`config.mk`:
```
export PLATFORM = sky130hd
export DESIGN_NAME = pcgs_front
export DESIGN_NICKNAME = d
export VERILOG_FILES = /design/src/sv/pcgs_pkg.sv /design/src/sv/pcgs_front.sv
export SDC_FILE = /design/constraint.sdc
export NUM_CORES = 1
export LEC_CHECK = 0
export BUFFER_PORTS_ARGS = -buffer_cell sky130_fd_sc_hd__buf_2
export CORE_MARGIN = 2
export CORE_UTILIZATION = 45
export CTS_CLUSTER_SIZE = 40
export DETAILED_ROUTE_END_ITERATION = 12
export PLACE_DENSITY_LB_ADDON = 0.08
export SYNTH_ARGS = -nofsm -noshare
export SYNTH_HDL_FRONTEND = slang
export SYNTH_SLANG_ARGS = --single-unit
```
`constraint.sdc`:
```
create_clock -name clk -period 10.2 [get_ports clk]
set_input_delay 1.02 -clock clk [delete_from_list [all_inputs] [get_ports clk]]
set_output_delay 1.02 -clock clk [all_outputs]
set_load 0.02 [all_outputs]
```
`src/sv/pcgs_pkg.sv`:
```
`timescale 1ns / 1ps
// Shared types and constants for the per-channel gain and saturate unit.
// No dependencies; every other file refers to it by scoped names.
package pcgs_pkg;

  // Sample format codes
  localparam logic [1:0] FMT_S16 = 2'd0;
  localparam logic [1:0] FMT_S24 = 2'd1;
  localparam logic [1:0] FMT_S32 = 2'd2;

  // Configuration register indexes
  localparam int unsigned CFG_INDEX_W = 3;
  localparam logic [CFG_INDEX_W-1:0] REG_FORMAT      = 3'd0;
  localparam logic [CFG_INDEX_W-1:0] REG_CHAN_COUNT  = 3'd1;
  localparam logic [CFG_INDEX_W-1:0] REG_PASSTHROUGH = 3'd2;
  localparam logic [CFG_INDEX_W-1:0] REG_GAIN0       = 3'd3;
  localparam logic [CFG_INDEX_W-1:0] REG_GAIN1       = 3'd4;
  localparam logic [CFG_INDEX_W-1:0] REG_GAIN2       = 3'd5;
  localparam logic [CFG_INDEX_W-1:0] REG_GAIN3       = 3'd6;

  localparam int unsigned GAIN_W     = 31;
  localparam int unsigned CFG_DATA_W = 31;
  localparam int unsigned NUM_GAINS  = 4;

  localparam logic [1:0]        FORMAT_RESET     = FMT_S32;
  localparam logic [2:0]        CHAN_COUNT_RESET = 3'd2;
  localparam logic [GAIN_W-1:0] GAIN_RESET       = 31'd65536;

  // Saturation bounds, in the width of the shifted product
  localparam logic signed [63:0] S16_MAX = 64'sd32767;
  localparam logic signed [63:0] S16_MIN = -64'sd32768;
  localparam logic signed [63:0] S24_MAX = 64'sd8388607;
  localparam logic signed [63:0] S24_MIN = -64'sd8388608;
  localparam logic signed [63:0] S32_MAX = 64'sd2147483647;
  localparam logic signed [63:0] S32_MIN = -64'sd2147483648;

  typedef struct packed {
    logic signed [31:0] sample_in;
    logic               end_of_block;
  } item_t;

  typedef struct packed {
    logic signed [31:0] sample_out;
    logic [1:0]         channel_out;
  } result_t;

  // Classified sample handed from the front to the back
  typedef struct packed {
    logic               bypass;
    logic [1:0]         fmt;
    logic [1:0]         channel;
    logic [GAIN_W-1:0]  gain;
    logic signed [31:0] value;
  } entry_t;

  typedef struct packed {
    logic empty;
    logic full;
  } q_status_t;

endpackage

```
`src/sv/pcgs_front.sv`:
```
`timescale 1ns / 1ps
// Front end: configuration registers, channel counter and sample classification.
// Depends on pcgs_pkg; feeds the middle queue.
module pcgs_front #(
  parameter int unsigned MAX_CHANNELS = 4
) (
  input  logic                                   clk,
  input  logic                                   rst,
  input  logic                                   cfg_write,
  input  logic [pcgs_pkg::CFG_INDEX_W-1:0]       cfg_index,
  input  logic [pcgs_pkg::CFG_DATA_W-1:0]        cfg_data,
  input  logic                                   push,
  input  pcgs_pkg::item_t                        item,
  input  pcgs_pkg::q_status_t                    mid_status,
  output logic                                   entry_wr,
  output pcgs_pkg::entry_t                       entry
);

  logic [1:0]                  sample_format;
  logic [2:0]                  channel_count;
  logic                        passthrough;
  logic [pcgs_pkg::GAIN_W-1:0] gain [pcgs_pkg::NUM_GAINS];
  logic [1:0]                  channel_index;
  logic [1:0]                  channel_index_next;
  logic [2:0]                  nch;
  logic [2:0]                  ch_inc;
  logic signed [31:0]          sext16;
  logic signed [31:0]          sext24;
  logic signed [31:0]          gain_value;

  assign entry_wr = push && !mid_status.full;

  // Write configuration registers
  always_ff @(posedge clk) begin
    if (rst) begin
      sample_format <= pcgs_pkg::FORMAT_RESET;
      channel_count <= pcgs_pkg::CHAN_COUNT_RESET;
      passthrough   <= 1'b0;
      for (int i = 0; i < pcgs_pkg::NUM_GAINS; i++) begin
        gain[i] <= pcgs_pkg::GAIN_RESET;
      end
    end else if (cfg_write) begin
      case (cfg_index)
        pcgs_pkg::REG_FORMAT:      sample_format <= cfg_data[1:0];
        pcgs_pkg::REG_CHAN_COUNT:  channel_count <= cfg_data[2:0];
        pcgs_pkg::REG_PASSTHROUGH: passthrough   <= cfg_data[0];
        pcgs_pkg::REG_GAIN0:       gain[0]       <= cfg_data;
        pcgs_pkg::REG_GAIN1:       gain[1]       <= cfg_data;
        pcgs_pkg::REG_GAIN2:       gain[2]       <= cfg_data;
        pcgs_pkg::REG_GAIN3:       gain[3]       <= cfg_data;
        default: ;
      endcase
    end
  end

  // Clamp the channel count and pick the next channel
  always_comb begin
    if (channel_count == 3'd0) begin
      nch = 3'd1;
    end else if (channel_count > 3'(MAX_CHANNELS)) begin
      nch = 3'(MAX_CHANNELS);
    end else begin
      nch = channel_count;
    end
    ch_inc = {1'b0, channel_index} + 3'd1;
    if (item.end_of_block || ch_inc >= nch) begin
      channel_index_next = 2'd0;
    end else begin
      channel_index_next = ch_inc[1:0];
    end
  end

  // Advance the channel counter on each transfer
  always_ff @(posedge clk) begin
    if (rst) begin
      channel_index <= 2'd0;
    end else if (entry_wr) begin
      channel_index <= channel_index_next;
    end
  end

  // Classify the sample: sign-extend per format (passthrough extends only s16), flag passthrough
  assign sext16 = {{16{item.sample_in[15]}}, item.sample_in[15:0]};
  assign sext24 = {{8{item.sample_in[23]}}, item.sample_in[23:0]};

  always_comb begin
    case (sample_format)
      pcgs_pkg::FMT_S16: gain_value = sext16;
      pcgs_pkg::FMT_S24: gain_value = sext24;
      default:           gain_value = item.sample_in;
    endcase
    entry.bypass  = passthrough;
    entry.fmt     = sample_format;
    entry.channel = channel_index;
    entry.gain    = gain[channel_index];
    if (passthrough) begin
      entry.value = (sample_format == pcgs_pkg::FMT_S16) ? sext16 : item.sample_in;
    end else begin
      entry.value = gain_value;
    end
  end

  a_eob_restart: assert property (@(posedge clk) disable iff (rst)
    (entry_wr && item.end_of_block) |=> channel_index == 2'd0)
    else $error("channel counter did not restart after end of block");

  a_hold_when_full: assert property (@(posedge clk) disable iff (rst)
    (push && mid_status.full) |=> $stable(channel_index))
    else $error("channel counter moved without a transfer");

endmodule

```
After elaboration in Yosys (flattened, before gate mapping)
Memories as Yosys holds them, arrays and structs flattened. A register that Yosys moved wholly into a read port is not among the register bits.
Index checks and enable logic that the tools add are counted.
{"block": "totals", "reg_bits": 8, "mem_bits_rw": 124, "inputBits": 73, "output_inout_bits": 69, "wordCells": 58, "n_memories": 1}
{"block": "classes", "add_sub_neg": 1, "n_lt_le_gt_ge": 2, "n_eq_ne": 7, "muxes": 30, "bitwise": 4, "n_reduce_logical": 9}
{"memory": "gain", "depth": 4, "width": 31, "read_ports": 1, "rd_clocked_by_memory_dff": 1, "wr": 4, "line_no": "pcgs_front.sv:22", "text": "logic [pcgs_pkg::GAIN_W-1:0] gain [pcgs_pkg::NUM_GAINS];"}
{"cell": "$mux W31", "n": 4}
{"cell": "$mux W32", "n": 2}
{"cell": "$pmux W32 S2", "n": 1}
{"cell": "$mux W1", "n": 18}
{"cell": "$eq A3 B3 Y1 const B", "n": 3}
{"cell": "$eq A3 B2 Y1 const B", "n": 2}
{"cell": "$logic_not A3 Y1", "n": 2}
{"cell": "$mux W2", "n": 3}
{"cell": "$mux W3", "n": 2}
{"cell": "$reduce_and A2 Y1", "n": 3}
{"cell": "$or A1 B1 Y1", "n": 4}
{"cell": "$add A2 B1 Y3 const B", "n": 1}
{"cell": "$eq A3 B1 Y1 const B", "n": 1}
{"cell": "$ge A3 B3 Y1", "n": 1}
{"cell": "$gt A3 B3 Y1 const B", "n": 1}
{"cell": "$eq A2 B1 Y1 const B", "n": 1}
{"cell": "$logic_not A2 Y1", "n": 1}
{"cell": "$logic_and A1 B1 Y1", "n": 1}
{"cell": "$logic_not A1 Y1", "n": 1}
{"cell": "$logic_or A1 B1 Y1", "n": 1}

Longest topological paths before layout
{"block": "depth", "ltp_word": 8, "ltp_mapped": 6, "depth_no_buf": 6}

Least setup slack after synthesis
Ideal clock, no wire load.
{"block": "synth_path", "path_type": "input to register", "start": "input cfg_write", "end": "memory gain[1][0] in the netlist's numbering (enable)", "setup_ps": 467, "t_arrival_ps": 3531, "required_ps": 9733, "path_slack_ps": 6202, "path_stages": 2, "n_path_buf": 0, "path_cell_list": "nand2_1 o31ai_1"}
{"element": "start: declaration", "line_no": "pcgs_front.sv:9", "text": "input logic cfg_write,"}
{"element": "end: declaration", "line_no": "pcgs_front.sv:22"}

==> results.yml <==
status:
  status: "complete, no violations"
detailed_routing:
  via_per_inst: 5.11
  drtIter0Drc: 244
  wl_um: 12700
  dr_total_vias: 3533
  ant_nets: 0
  first_pass_iters: 4
  drc_errors: 0
  routedWlPerCell_um: 18.4
floorplan:
  initial_core_util: 0.462
  die_h_um: 121
  ios: 142
  die_x_um: 121
  dieArea_mm2: 0.0146
  coreArea_mm2: 0.0132
  rows: 42
place:
  placed_area_mm2: 0.00680
  pre_cts_slack_ns: 7.21
  routabilityCongestion: 0.700
  dp_hpwl_um: 7780
  port_buffers: 110
clock_tree:
  clk_path_buf_depth: 2
  htree_levels: 4
  cts_resized: 0
  clkSinkCount: 134
  cts_made_buffers: 17
  clk_latency_ns: 0.41
  clk_pin_slew_ns: 0.06
  hold_buffers: 0
  cts_tree: "built"
  root_buffer: "clkbuf_16"
  postCtsSetupBuffers: 0
synth:
  synth_commonest_cells: "edfxtp_1 (124), and2_1 (120), mux4_2 (31)"
  ys_types: 32
  async_flop_share: 0
  synth_edf_count: 124
  ys_warn_count: 0
  synthFlopType: "edfxtp_1"
  yosysSeqAreaShare: 0.641
  syn_area_mm2: 0.00612
  netlist_top_cells_area: "edfxtp_1 (61%), and2_1 (12%), mux4_2 (11%)"
  synth_top_area_frac: 0.608
  netlist_instances: 405
  syn_area_per_cell_um2: 15.1
  syn_nets: 482
  yosysMostFrequentCell: "edfxtp_1"
  synth_seq_cells: 134
  synth_top_cell_by_area: "edfxtp_1"
critical_path:
  slowest_stage: "dfxtp_2"
  worstSetupEndpointType: "output port"
  cp-start-kind: "register"
  critPathMaxStageDelay_ns: 0.67
  path_class: "register to output port"
  path_cells: "buf_4 > mux4_2 > buf_2"
  critical_path_arrival_ns: 2.33
  cp_max_fo: 17
  cp.required_ns: 9.18
timing:
  setup_tns_ns: 0
  final-hold-violation-count: 0
  period_needed_ns: 3.35
  setup_viol: 0
  drv_slew: 0
  max_slew_margin: 0.390
  clock_skew_ns: 0.00364
  final.period_utilization: 0.328
  fin_hold_ws_ns: 0.502
  rsz0062_at_grt: "no"
  worst_pin_slew_ns: 0.911
  fmax_mhz: 299
  setup_slack_ns: 6.85
pwr:
  vdd_drop_max_mv: 0.120
  leakagePower_uw: 0.00285
  powerDensity_mw_per_mm2: 189
global_route:
  grt_pass1_vias: 3746
  antenna_found_initial: 0
  grt_usage: 0.190
  grt_pass1_wl_um: 20500
  grt.overflow.total: 0
  grt_max_degree: 32
run:
  maxCapViolations: 0
final_layout:
  n_antenna_cell: 0
  layout-drive-gt1-share: 0.359
  final_nets: 581
  final_cell_area_mm2: 0.00741
  multi_input_area_mm2: 0.00202
  seq_area_mm2: 0.00393
  fill_cells: 1119
  area_delta_synth_final_pct: 21.0
hold_path:
  hold_class: "register to register"
[critical path, delay by kind of cell, from the launching register on]
family	cells	cell delay, ns
muxes	1	0.59
buffers and inverters	2	0.63
DFF	1	0.67
[logic make-up (layout without fill, tap and decap cells)]
family                   count (synthesis)  in the layout  synth area share
adder cells (fa/ha/maj)                  4              4           0.00817
multiplexers                            37             37             0.124
AO/OA/AOI/OAI                           26             26            0.0264
flip-flops                             134            134             0.641
AND/OR/NAND/NOR                        161            161             0.162
buffers and inverters                   43            154            0.0394
[state kept, by name, indices dropped and copies added, names as in the netlist, named ones only]
| register | count |
|---|---|
| sample_format | 2 |
| channel_index | 2 |
| channel_count | 3 |
| gain | 124 |
| passthrough | 1 |
[layout make-up]
| type | count | area share |
|---|---|---|
| clock inverter | 13 | 0.0251 |
| sequential | 134 | 0.530 |
| clock buffer | 18 | 0.0579 |
| inverter | 5 | 0.00253 |
| tap | 176 | 0.0297 |
| multi-input combinational | 228 | 0.273 |
| timing repair buffer | 118 | 0.0824 |
[stage by stage]
| stage | instances | util | power, uW |
|---|---|---|---|
| 4_1_cts | 692 | 0.560 | 1410 |
| 2_1_floorplan | 405 | - | 732 |
| 6_report | 692 | 0.560 | 1400 |
| 3_3_place_gp | 661 | 0.513 | 771 |
| 5_1_grt | 692 | 0.560 | 1450 |
| 3_5_place_dp | 661 | 0.513 | 774 |
[layout by cell type (no fill, tap or decap), types with 6 or more instances in the layout]
cell type / synthesis / routed
mux4_2: 31 / 31
nand2b_1: 6 / 6
and2_1: 120 / 120
a21o_1: 9 / 9
buf_4: 17 / 8
o21ai_0: 12 / 10
edfxtp_1: 124 / 124
mux2i_1: 6 / 6
nand2_1: 15 / 14
dfxtp_1: 10 / 8
clkbuf_16: 0 / 17
buf_2: 4 / 110
[metal layers]
layer,global-route usage,routed length [um],vias to the layer above,share of wire
li1,-,-,1666,-
met1,0.244,5370,1720,0.42
met5,0,0,-,0
met3,0.0509,808,22,0.064
met2,0.314,6340,125,0.50
met4,0.0640,189,0,0.015
[power breakdown]
part,leakage [uW],switching [uW],internal (uW)
Clock,0.000297,216,427
Sequential,0.00128,11.4,635
Combinational,0.00127,67.1,46.4
[path summary, 6_finish.rpt]
path                                        from                to  slack [ns]  cells past startpoint
worst max register to register  channel_index[0]          register        8.54                      5
worst min register to register  channel_count[0]  channel_count[0]        0.50                      2
worst max-delay path                    register         entry[34]        6.85                      3
worst min-delay path            channel_count[0]  channel_count[0]        0.50                      2
Note: power is estimated with default switching activity, not from simulation.
