### src/sv/pcgs_pkg.sv
`timescale 1ns / 1ps
// Shared types and constants for the per-channel gain and saturate unit.
// No dependencies; every other file refers to it by scoped names.
package pcgs_pkg;

  // Sample format codes
  localparam logic [1:0] FMT_S16 = 2'd0;
  localparam logic [1:0] FMT_S24 = 2'd1;
  localparam logic [1:0] FMT_S32 = 2'd2;

  // Configuration register indexes
  localparam int unsigned CFG_INDEX_W = 3;
  localparam logic [CFG_INDEX_W-1:0] REG_FORMAT      = 3'd0;
  localparam logic [CFG_INDEX_W-1:0] REG_CHAN_COUNT  = 3'd1;
  localparam logic [CFG_INDEX_W-1:0] REG_PASSTHROUGH = 3'd2;
  localparam logic [CFG_INDEX_W-1:0] REG_GAIN0       = 3'd3;
  localparam logic [CFG_INDEX_W-1:0] REG_GAIN1       = 3'd4;
  localparam logic [CFG_INDEX_W-1:0] REG_GAIN2       = 3'd5;
  localparam logic [CFG_INDEX_W-1:0] REG_GAIN3       = 3'd6;

  localparam int unsigned GAIN_W     = 31;
  localparam int unsigned CFG_DATA_W = 31;
  localparam int unsigned NUM_GAINS  = 4;

  localparam logic [1:0]        FORMAT_RESET     = FMT_S32;
  localparam logic [2:0]        CHAN_COUNT_RESET = 3'd2;
  localparam logic [GAIN_W-1:0] GAIN_RESET       = 31'd65536;

  // Saturation bounds, in the width of the shifted product
  localparam logic signed [63:0] S16_MAX = 64'sd32767;
  localparam logic signed [63:0] S16_MIN = -64'sd32768;
  localparam logic signed [63:0] S24_MAX = 64'sd8388607;
  localparam logic signed [63:0] S24_MIN = -64'sd8388608;
  localparam logic signed [63:0] S32_MAX = 64'sd2147483647;
  localparam logic signed [63:0] S32_MIN = -64'sd2147483648;

  typedef struct packed {
    logic signed [31:0] sample_in;
    logic               end_of_block;
  } item_t;

  typedef struct packed {
    logic signed [31:0] sample_out;
    logic [1:0]         channel_out;
  } result_t;

  // Classified sample handed from the front to the back
  typedef struct packed {
    logic               bypass;
    logic [1:0]         fmt;
    logic [1:0]         channel;
    logic [GAIN_W-1:0]  gain;
    logic signed [31:0] value;
  } entry_t;

  typedef struct packed {
    logic empty;
    logic full;
  } q_status_t;

endpackage

### src/sv/pcgs_fifo.sv
`timescale 1ns / 1ps
// Small first-in first-out queue of raw words, used between stages.
// Depends on pcgs_pkg for the status struct.
module pcgs_fifo #(
  parameter int unsigned WIDTH = 8,
  parameter int unsigned DEPTH = 2
) (
  input  logic                       clk,
  input  logic                       rst,
  input  logic                       wr,
  input  logic [WIDTH-1:0]           wdata,
  input  logic                       rd,
  output logic [WIDTH-1:0]           rdata,
  output pcgs_pkg::q_status_t        status,
  output logic [$clog2(DEPTH+1)-1:0] count
);

  localparam int unsigned AW = (DEPTH > 1) ? $clog2(DEPTH) : 1;
  localparam int unsigned CW = $clog2(DEPTH + 1);
  localparam logic [AW-1:0] LAST = AW'(DEPTH - 1);
  localparam logic [CW-1:0] FULL_COUNT = CW'(DEPTH);

  logic [WIDTH-1:0] mem [DEPTH];
  logic [AW-1:0]    wr_ptr;
  logic [AW-1:0]    rd_ptr;
  logic             do_wr;
  logic             do_rd;

  assign status.empty = (count == '0);
  assign status.full  = (count == FULL_COUNT);
  assign do_wr = wr && !status.full;
  assign do_rd = rd && !status.empty;
  assign rdata = mem[rd_ptr];

  // Store incoming word
  always_ff @(posedge clk) begin
    if (do_wr) begin
      mem[wr_ptr] <= wdata;
    end
  end

  // Advance pointers and occupancy
  always_ff @(posedge clk) begin
    if (rst) begin
      wr_ptr <= '0;
      rd_ptr <= '0;
      count  <= '0;
    end else begin
      if (do_wr) begin
        wr_ptr <= (wr_ptr == LAST) ? '0 : wr_ptr + AW'(1);
      end
      if (do_rd) begin
        rd_ptr <= (rd_ptr == LAST) ? '0 : rd_ptr + AW'(1);
      end
      if (do_wr && !do_rd) begin
        count <= count + CW'(1);
      end else if (do_rd && !do_wr) begin
        count <= count - CW'(1);
      end
    end
  end

  a_count_up: assert property (@(posedge clk) disable iff (rst)
    (do_wr && !do_rd) |=> count == $past(count) + CW'(1))
    else $error("queue count did not rise on a lone write");

  a_count_down: assert property (@(posedge clk) disable iff (rst)
    (do_rd && !do_wr) |=> count == $past(count) - CW'(1))
    else $error("queue count did not fall on a lone read");

  a_count_bound: assert property (@(posedge clk) disable iff (rst)
    count <= FULL_COUNT)
    else $error("queue count beyond depth");

endmodule

### config.mk
export PLATFORM = sky130hd
export DESIGN_NAME = pcgs_fifo
export DESIGN_NICKNAME = d
export VERILOG_FILES = /design/src/sv/pcgs_pkg.sv /design/src/sv/pcgs_fifo.sv
export SDC_FILE = /design/constraint.sdc
export NUM_CORES = 1
export LEC_CHECK = 0
export BUFFER_PORTS_ARGS = -buffer_cell sky130_fd_sc_hd__buf_2
export CORE_MARGIN = 4
export CORE_UTILIZATION = 30
export CTS_CLUSTER_DIAMETER = 50
export DETAILED_ROUTE_END_ITERATION = 6
export PLACE_DENSITY = 0.6
export SKIP_LAST_GASP = 1
export SYNTH_ARGS = -nofsm -noshare
export SYNTH_HDL_FRONTEND = slang
export SYNTH_SLANG_ARGS = --single-unit
export TNS_END_PERCENT = 30
### constraint.sdc
create_clock -name clk -period 2.1 [get_ports clk]
set_clock_uncertainty 0.15 [all_clocks]
set_input_delay 0.42 -clock clk [delete_from_list [all_inputs] [get_ports clk]]
set_output_delay 0.42 -clock clk [all_outputs]
set_load 0.01 [all_outputs]
# After elaboration in Yosys (flattened, before gate mapping)
# Memory sizes are Yosys's and may differ from the RTL's. A register that Yosys moved wholly into a read port is not among the register bits.
# Cells that the tools add are included.
# classes
div_mod_pow	0
mux	8
bitwise	0
order_cmp	0
mul	0
n_shift	0
n_reduce_logical	10
addsub	4
eq_ne	1
# op_table
operator	count
1-bit 2-to-1 mux	6
1-bit logical AND	4
1-bit zero test	4
2-bit 2-to-1 mux	2
1-bit adder (second input constant)	2
2-bit by 1-bit adder with 2-bit output (second input constant)	1
2-bit == test (second input constant)	1
2-bit zero test	1
2-bit nonzero test	1
2-bit by 1-bit subtractor with 2-bit output (second input constant)	1
# word_totals
latch_bits	0
memories	1
ram_bits	16
output_inout_bits	12
word_cells	27
romBits	0
in_bits	12
register_bits	4
# memory_table
name	depth	width	read_ports	rd_ports_with_merged_regs	wr	line_no	text
mem	2	8	1	1	1	pcgs_fifo.sv:23	logic [WIDTH-1:0] mem [DEPTH];

# Logic depth before layout (Yosys ltp)
# Gate-level depths: netlist of the first run.
# depth
depth_word	7
ltp_mapped	6
depth_no_buf	6

# Worst setup path after synthesis of the first run
# OpenSTA, ideal clock, no wires.
# synth_timing
path_kind	register -> register
start	register count[1]
end	register count[1]
path_slack_ns	0.348
n_path_buf	0
period_less_slack_ns	1.752
setup_time_ns	0.070
t_arrival_ns	1.533
t_required_ns	1.880
path_stages_with_launch	6
path_cell_list	dfxtp_1 -> nor2b_2 -> nor2_1 -> ha_1 -> or3_1 -> a21oi_1
# synth_rtl
element	line_no	text
start, declared	pcgs_fifo.sv:15	output logic [$clog2(DEPTH+1)-1:0] count
start signal, assigned	pcgs_fifo.sv:56	count <= count + CW'(1);
start signal, assigned	pcgs_fifo.sv:58	count <= count - CW'(1);

==> summary.md, run 1 <==
| Metric | Value |
|---|---|
| Run status | completed |
| Fin crit share | 0.921 |
| Total Power | 1120 uW |
| Die Footprint | 3530 um2 |
| Cell internal pwr | 774 uW |
| Power Dens Cells | 1150 nW/um2 |
| Sequential share of the synthesized area | 0.732 |
| Ys async rst share | 0 |
| Hold crit path type | input pin to flip-flop |
| Mapped Cells | 50 |
| Worst-Margin Slew | 0.381 ns |
| Die height | 59.4 um |
| Synth area leader | edfxtp_1 |
| Leakage | 0.000391 uW |
| Synth top area share | 0.606 |
| Setup bufs post-CTS | 0 |
| Worst R2R Start | count[1] |
| DRT Pass-1 Iters | 4 |
| Number of synthesized flops with an enable pin | 16 |
| VDD IR max | 0.000692 V |
| Worst reg-to-reg path cell count | 5 |
| Top Metal Used | met3 |
| Clock Sinks | 21 |
| GR Overflow Total | 0 |
| Initial Util | 0.317 |
| Net Sw Frac | 0.308 |
| # setup viols final | 0 |
| CTS resizes | 0 |
| Switch Pwr | 344 uW |
| # port buffers | 23 |
| Via count | 463 |
| Biggest cell delay along the critical path | 0.55 ns |
| Hold buffers post-CTS | 0 |
| Register-to-register setup slack | 0.32 ns |
| DRT met1 WL | 549 um |
| Synth Register Bits | 21 |
| Met2 Routed Length | 590 um |
| Root Buffer | clkbuf_4 |
| Combinational share of power | 0.312 |
| CTS tree | done |
| Nets@finish | 90 |
| Clock share of power | 0.161 |
| Netlist Area Pre-Place | 793 um2 |
| Syn_nets | 63 |
| Initial drt markers | 7 |
| Max_slew headroom | 0.746 |
| Post-synth top cells | 16 x edfxtp_1, 8 x mux2_2, 5 x dfxtp_1, 5 x nor2_1 |
| Clk_lat worst skew | 0.29 ns |
| Hold depth | 1 |
| Crit Path Category | flip-flop to primary output |
| Total CTS buffers | 3 |
| First-pass GRT wire length | 1920 um |
| Metal3 WL | 112 um |
| GRT Util Overall | 0.0763 |
| H-tree depth | 1 |
| CTS clk-pin slew, worst paths | 0.11 ns |
| Residual DRC | 0 |
| CP startpoint kind | flip-flop |
| Top_reg_cell synth | edfxtp_1 |
| Top-level port count | 24 |
| Synth Warn # | 0 |
| Site row count | 18 |
| Fill cell count | 244 |
| Largest net degree at the start of global routing | 13 |
| Required @ worst endpoint | 1.53 ns |
| Die Wd | 59.4 um |
| Max Root-Sink Buffers | 2 |
| Worst hold path startpoint | wdata[4] |
| DR vias/cell | 4.37 |
| F_max | 517 MHz |
| Inserted Diodes | 0 |
| Initial antenna violation count | 0 |
| WP data arrival | 1.36 ns |
| Core area | 2500 um2 |
| Vias in the first global route | 460 |
| Ranking of synthesized cells by area | edfxtp_1 61%, dfxtp_1 13%, mux2_2 11% |
| Routability cong. | 0.654 |
| Fin crit period | 1.93 ns |
| Worst path slowest cell | dfxtp_1 |
| Sequential share of power | 0.527 |
| Max FO, Critical Path | 8 |
| DRT Wirelength | 1250 um |
| DRT antenna net count | 0 |
| DR WL/cell | 11.8 um |
| Layout area overhead | 22.1% |
| Final hold vios | 0 |
| Setup TNS | 0 ns |
| Worst-path cell chain | mux2_2, buf_2 |
| CP endpoint kind | primary output |
| Most common cell in the netlist | edfxtp_1 |
| Max-slew violations | 0 |
| RSZ-0062 raised after global routing | false |
| MaxCap Viol Count | 0 |
| Number of distinct library cells after synthesis | 13 |
| Syn avg cell area | 15.9 um2 |
| Fraction of layout cells with a size suffix above 1 | 0.474 |
-- sequential cells by signal, summed over array words and instances (netlist names), named ones only --
name / count
mem: 16
rd_ptr: 1
wr_ptr: 1
count: 2
-- cells by family after synthesis --
logic type      Yosys count  synth area share
compound gates            5            0.0315
xor+xnor                  3            0.0331
fa+ha+maj                 1            0.0158
buf+inv                   3            0.0158
flops                    21             0.732
mux                       8             0.114
simple gates              9            0.0584
-- stage by stage --
step	cells	utilization	hold slack (ns)	setup slack [ns]	cell area (um2)
after floorplan	50	-	0.302	0.348	793
after global placement	102	0.376	0.322	0.411	941
after detailed placement	102	0.376	0.337	0.345	941
after CTS	106	0.387	0.148	0.118	968
after global routing	106	0.387	0.134	0.0620	968
final	106	0.387	0.162	0.166	968
-- cell type report --
class                      instances  area, um2  share of cell area
clock buffer                       3       22.5              0.0233
clock inverter                     1       5.00             0.00517
inverter                           2       7.51             0.00775
multi-input combinational         26        200               0.207
sequential                        21        581               0.599
tap                               30       37.5              0.0388
timing repair buffer              23        115               0.119
-- power groups by stage --
| stage | registers (uW) | logic (uW) | clock network [uW] |
|---|---|---|---|
| after floorplan | 578 | 245 | 0 |
| after global placement | 595 | 350 | 0 |
| after detailed placement | 599 | 354 | 0 |
| after CTS | 591 | 356 | 192 |
| after global routing | 600 | 386 | 213 |
| final | 589 | 349 | 180 |
-- routing by layer --
metal,vias up,GRT usage
met4,0,0.0388
met3,0,0.0305
met5,-,0
met1,214,0.0848
met2,16,0.125
li1,233,-
-- cells in the final DEF (no fill, tap or decap), drive strengths merged --
cell type / n
a21oi: 2
xor2: 3
edfxtp: 16
or3: 2
o21ai: 3
buf: 23
dfxtp: 5
and2: 1
clkinv: 1
inv: 2
clkbuf: 3
nor2: 5
ha: 1
mux2: 8
nor2b: 1
-- path summary, 6_finish.rpt --
kind	to
max	rdata[0]
min	mem[0][4]
max reg2reg	count[1]
min reg2reg	wr_ptr
-- critical path: cells and delay by family (launching register included) --
kind / cells / cell delay [ns]
buffers and inverters: 1 / 0.14
muxes: 1 / 0.38
DFF: 1 / 0.55
No activity file was read; power rests on OpenSTA's default activity.
==> run 2, diff against run 1 <==
BUFFER_PORTS_ARGS = -buffer_cell sky130_fd_sc_hd__clkbuf_2   (was -buffer_cell sky130_fd_sc_hd__buf_2)
CTS_CLUSTER_SIZE = 10   (was unset)
clock period = 2.27 ns   (was 2.1 ns; I/O delays follow)
==> run 2 against run 1 <==
Net effect: final cell count did not move; global-route usage rose by 0.35 points; setup slack better by 0.13 ns; register-to-register slack gained 0.15 ns; combinational power is 6.3% lower; flip-flop and latch count unchanged; clock power is 6% lower; wire length grew 1.7%; clock-buffer cell count up 1; power down 6.7%; die area did not move; critical path depth stayed put; critical endpoint is now rdata[7]; largest cell class unchanged; highest routed layer unchanged.
==> summary.md, run 2 (synthesized netlist as in run 1, its figures left out) <==
| Metric | Value |
|---|---|
| Worst path slowest cell | dfxtp_1 (unchanged) |
| Run status | completed (unchanged) |
| Largest register by flop count | mem (unchanged) |
| CTS tree | done (unchanged) |
| MaxCap Viol Count | 0 (unchanged) |
| Die Footprint | 3530 um2 (unchanged) |
| H-tree depth | 1 (unchanged) |
| Biggest regs | mem (16), count (2) (unchanged) |
| RSZ-0062 raised after global routing | false (unchanged) |
| Crit path capture | rdata[7] (was rdata[0]) |
| Clock Sinks | 21 (unchanged) |
| WP data arrival | 1.37 ns (was 1.36 ns) |
| Site row count | 18 (unchanged) |
| Final Core Density | 0.387 (about the same) |
| CTS resizes | 0 (unchanged) |
| Final worst slack | 0.295 ns (was 0.166 ns) |
| F_max | 506 MHz |
| Fin crit period | 1.97 ns |
| VDD IR max | 0.000705 V (was 0.000692 V) |
| DR vias/cell | 4.45 (was 4.37) |
| Reg2reg end | count[1] (unchanged) |
| Inserted Diodes | 0 (unchanged) |
| GR Overflow Total | 0 (unchanged) |
| Die height | 59.4 um (unchanged) |
| Leakage | 0.000391 uW (about the same) |
| Final hold vios | 0 (unchanged) |
| Hold buffers post-CTS | 0 (unchanged) |
| Layout area overhead | 21.9% (was 22.1%) |
| Largest net degree at the start of global routing | 12 (was 13) |
| Max Root-Sink Buffers | 2 (unchanged) |
| # setup viols final | 0 (unchanged) |
| CP endpoint kind | primary output (unchanged) |
| CP startpoint kind | flip-flop (unchanged) |
| DRT antenna net count | 0 (unchanged) |
| First-pass GRT wire length | 2080 um (was 1920 um) |
| Register-to-register setup slack | 0.47 ns (was 0.32 ns) |
| Initial antenna violation count | 0 (unchanged) |
| Total Power | 1040 uW (was 1120 uW) |
| Total CTS buffers | 3 (unchanged) |
| Initial drt markers | 1 (was 7) |
| Nets@finish | 90 (unchanged) |
| Top-level port count | 24 (unchanged) |
| Max FO, Critical Path | 8 (unchanged) |
| Power Dens Cells | 1080 nW/um2 (was 1150 nW/um2) |
| GRT Util Overall | 0.0797 (was 0.0763) |
| Die Wd | 59.4 um (unchanged) |
| DR WL/cell | 12.0 um (was 11.8 um) |
| Fraction of layout cells with a size suffix above 1 | 0.461 (was 0.474) |
| Crit Path Category | flip-flop to primary output (unchanged) |
| Required @ worst endpoint | 1.67 ns (was 1.53 ns) |
| Root Buffer | clkbuf_4 (unchanged) |
| Via count | 472 (was 463) |
| Hold Slack | 0.197 ns (was 0.162 ns) |
| Max reg flops | 16 (unchanged) |
| Fin crit share | 0.870 |
| Worst-path cell chain | mux2_2, clkbuf_2 (was mux2_2, buf_2) |
| Worst R2R Start | count[1] (unchanged) |
| DP Wirelength | 956 um |
| # port buffers | 23 (unchanged) |
| DRT Wirelength | 1270 um (was 1250 um) |
| Commonest non-fill, non-tap cell in the layout | clkbuf_2 (was buf_2) |
| Residual DRC | 0 (unchanged) |
| DRT Pass-1 Iters | 2 (was 4) |
| Worst-Margin Slew | 0.394 ns (was 0.381 ns) |
| Vias in the first global route | 521 (was 460) |
| Worst reg-to-reg path cell count | 5 (unchanged) |
| Setup TNS | 0 ns (unchanged) |
| Setup bufs post-CTS | 0 (unchanged) |
| Max-slew violations | 0 (unchanged) |
| Hold crit path type | input pin to flip-flop (unchanged) |
| Max_slew headroom | 0.737 (was 0.746) |
| Pre-CTS setup slack | 0.468 ns (was 0.345 ns) |
| Routability cong. | 0.632 (was 0.654) |
| Commonest cells after routing, fill and taps aside | 23 x clkbuf_2, 16 x edfxtp_1, 8 x mux2_2, 5 x nor2_1, 5 x dfxtp_1 (was 23 x buf_2, 16 x edfxtp_1, 8 x mux2_2, 5 x nor2_1, 5 x dfxtp_1) |
| Initial Util | 0.317 (unchanged) |
| CTS clk-pin slew, worst paths | 0.11 ns (about the same) |
| Core area | 2500 um2 (unchanged) |
| Clk_lat worst skew | 0.29 ns (about the same) |
| Biggest cell delay along the critical path | 0.57 ns (was 0.55 ns) |
run 2: changes by cell type in the layout (fill, tap and decap cells not counted), sizes merged:
cell / change
clkbuf: +24
buf: -23
clkinv: -1
run 2: final cells by class:
cell class	count	area [um2]
well taps	30	37.5
multi-input cells	26	200
clock buffers	4	26.3
fillers	254	1530
flip-flops and latches	21	581
inverters	2	7.51
repair buffers	23	115
run 2: per-stage QoR:
| step | area (um2) | instances |
|---|---|---|
| after floorplan | 793 | 50 |
| after global placement | 941 | 102 |
| after detailed placement | 941 | 102 |
| after CTS | 967 | 106 |
| after global routing | 967 | 106 |
| final | 967 | 106 |
run 2: worst min-delay path by stage:
stage	from	end	slack (ns)	cells after the start
2_1_floorplan	wr_ptr	wr_ptr	0.30	2
3_3_place_gp	wr_ptr	wr_ptr	0.32	2
3_5_place_dp	wr_ptr	wr_ptr	0.33	2
4_1_cts	wdata[1]	mem[0][1]	0.19	1
5_1_grt	wdata[2]	mem[0][2]	0.18	1
6_report	wdata[1]	mem[0][1]	0.20	1
run 2: power by group:
group	internal (uW)	switching, uW
logic	159	168
registers	490	55.1
clock network	68.2	102
run 2: layer usage:
metal  track usage  wire length [um]
met2         0.139               621
met4        0.0291                 0
met5             0                 0
met3        0.0305               123
met1        0.0870               529
run 2: worst max-delay path: cells and delay by family (launching register included):
family / cells / cell delay, ns
buf+inv: 1 / 0.13
mux: 1 / 0.38
flops: 1 / 0.57
==> run 3, diff against run 2 <==
CORE_MARGIN = unset   (was 4)
CORE_UTILIZATION = 51   (was 30)
PLACE_DENSITY = 0.88   (was 0.6)
SETUP_SLACK_MARGIN = 0.4   (was unset)
==> run 3 against run 2 <==
Net effect: combinational power hardly changed; critical path type unchanged; critical endpoint is now rdata[5]; via count is 0.85% lower; maximum frequency is 9.4% higher; largest power group unchanged; sequential power is 1% higher; highest routed layer is now met4; final cell count is 14% lower; wire length is 0.63% lower; global-route usage is 8.5 points higher; die area is 51% lower; sequential share of layout area is 1.4 points higher; critical path depth stayed put.
==> summary.md, run 3 (synthesized netlist as in run 1, its figures left out) <==
| Metric | Value |
|---|---|
| RSZ-0062 raised after global routing | false (unchanged) |
| CTS tree | done (unchanged) |
| Switch Pwr | 327 uW (was 325 uW) |
| Die height | 41.4 um (was 59.4 um) |
| Die Wd | 41.4 um (was 59.4 um) |
| Leakage | 0.000392 uW (was 0.000391 uW) |
| Placed cell area | 922 um2 (was 941 um2) |
| DRT antenna net count | 0 (unchanged) |
| Total CTS buffers | 3 (unchanged) |
| Required @ worst endpoint | 1.67 ns (about the same) |
| CTS clk-pin slew, worst paths | 0.11 ns (about the same) |
| FF+latch area | 586 um2 (was 581 um2) |
| # port buffers | 23 (unchanged) |
| Worst hold path startpoint | wdata[4] (was wdata[1]) |
| Max-slew violations | 0 (unchanged) |
| Largest net degree at the start of global routing | 12 (unchanged) |
| Vias in the first global route | 512 (was 521) |
| Via count | 468 (was 472) |
| Net Sw Frac | 0.311 (was 0.312) |
| WP data arrival | 1.20 ns (was 1.37 ns) |
| Max reg flops | 16 (unchanged) |
| Residual DRC | 0 (unchanged) |
| Reg2reg end | count[1] (unchanged) |
| GRT Util Overall | 0.165 (was 0.0797) |
| GR Overflow Total | 0 (unchanged) |
| Hold crit path type | input pin to flip-flop (unchanged) |
| MaxCap Viol Count | 0 (unchanged) |
| DR WL/cell | 13.9 um (was 12.0 um) |
| DP Wirelength | 992 um (was 956 um) |
| VDD IR max | 0.000842 V (was 0.000705 V) |
| Commonest cells after routing, fill and taps aside | 23 x clkbuf_2, 16 x edfxtp_1, 8 x mux2_2, 5 x nor2_1 (was 23 x clkbuf_2, 16 x edfxtp_1, 8 x mux2_2, 5 x nor2_1, 5 x dfxtp_1) |
| Fin crit period | 1.81 ns (was 1.97 ns) |
| Fraction of layout cells with a size suffix above 1 | 0.487 (was 0.461) |
| Worst reg-to-reg path cell count | 4 (was 5) |
| Inserted Diodes | 0 (unchanged) |
| Worst R2R Start | count[0] (was count[1]) |
| DRT Wirelength | 1270 um (about the same) |
| Commonest non-fill, non-tap cell in the layout | clkbuf_2 (unchanged) |
| Setup TNS | 0 ns (unchanged) |
| Core area | 1370 um2 (was 2500 um2) |
| Max Root-Sink Buffers | 2 (unchanged) |
| Combinational share of power | 0.313 (was 0.314) |
| Hold endpoint | mem[0][4] (was mem[0][1]) |
| F_max | 554 MHz (was 506 MHz) |
| Largest register by flop count | mem (unchanged) |
| Initial drt markers | 17 (was 1) |
| Clock share of power | 0.163 (about the same) |
| Site row count | 13 (was 18) |
| Area of the multi-input gates | 200 um2 (unchanged) |
| Hold depth | 1 (unchanged) |
| Max FO, Critical Path | 8 (unchanged) |
| Fin crit share | 0.795 (was 0.870) |
| Final hold vios | 0 (unchanged) |
| Clock Sinks | 21 (unchanged) |
| Initial antenna violation count | 0 (unchanged) |
| Die Footprint | 1720 um2 (was 3530 um2) |
| Register-to-register setup slack | 0.52 ns (was 0.47 ns) |
| Design area | 953 um2 (was 967 um2) |
| Power Dens Cells | 1100 nW/um2 (was 1080 nW/um2) |
| Sequential share of power | 0.524 (was 0.523) |
| DRT Pass-1 Iters | 3 (was 2) |
| DR vias/cell | 5.14 (was 4.45) |
| Run status | completed (unchanged) |
| Biggest regs | mem (16), count (2) (unchanged) |
| Routability cong. | 0.682 (was 0.632) |
| Worst-Margin Slew | 0.360 ns (was 0.394 ns) |
| # setup viols final | 0 (unchanged) |
| Clk_lat worst skew | 0.30 ns (was 0.29 ns) |
| Crit Path Category | flip-flop to primary output (unchanged) |
| CP endpoint kind | primary output (unchanged) |
| Fill cell count | 98 (was 254) |
| Max_slew headroom | 0.760 (was 0.737) |
| Top-level port count | 24 (unchanged) |
| Nets@finish | 90 (unchanged) |
| First-pass GRT wire length | 2100 um (was 2080 um) |
| Layout area overhead | 20.2% (was 21.9%) |
| Cell internal pwr | 725 uW (was 718 uW) |
| Root Buffer | clkbuf_4 (unchanged) |
| Initial Util | 0.581 (was 0.317) |
| CP startpoint kind | flip-flop (unchanged) |
| H-tree depth | 1 (unchanged) |
==> run 3: power by group through the flow <==
stage	Combinational [uW]	Sequential [uW]	Clock, uW
floorplan	226	535	0
global placement	315	550	0
detailed placement	331	555	0
CTS	333	549	175
global route	360	563	188
finish	329	551	172
==> run 3: through the flow <==
stage                     power, uW  setup WS [ns]  hold slack [ns]  std cells   util
final                          1050          0.464            0.192         91  0.698
after CTS                      1060          0.410            0.189         91  0.695
after global routing           1110          0.403            0.178         91  0.698
after floorplan                 761          0.518            0.302         50      -
after global placement          864          0.552            0.323         87  0.675
after detailed placement        886          0.520            0.337         87  0.675
==> run 3: what timing repair did <==
item,CTS,global route
hold buffers,0,0
endpoints found under the setup margin,8,7
pin swaps,0,0
buffers inserted,0,0
resized for setup,1,2
==> run 3: worst max-delay path: stages (launching register included) <==
cell	delay (ns)
dfxtp_4	0.42
mux2_2	0.36
clkbuf_2	0.13
==> run 3: per-layer routing <==
layer  up-vias  wire (um)  track usage
met2        17        656        0.300
met1       212        523        0.178
met4         0         31       0.0968
met5         -          0            0
li1        234          -            -
met3         5         54       0.0261
==> run 3: how the worst max path moves through the flow <==
stage | endpoint | cells after the start | slack (ns) | start
6_report | rdata[5] | 2 | 0.46 | flip-flop
5_1_grt | count[1] | 4 | 0.40 | count[0]
4_1_cts | rdata[5] | 2 | 0.41 | flip-flop
3_5_place_dp | count[1] | 5 | 0.52 | count[1]
3_3_place_gp | count[1] | 4 | 0.55 | count[0]
2_1_floorplan | count[1] | 5 | 0.52 | count[1]
==> run 3: final cells by class <==
class / count / area share
Tap cell: 15 / 0.0197
Timing Repair Buffer: 23 / 0.121
Clock buffer: 4 / 0.0276
Sequential cell: 21 / 0.614
Inverter: 2 / 0.00787
Multi-Input combinational cell: 26 / 0.210
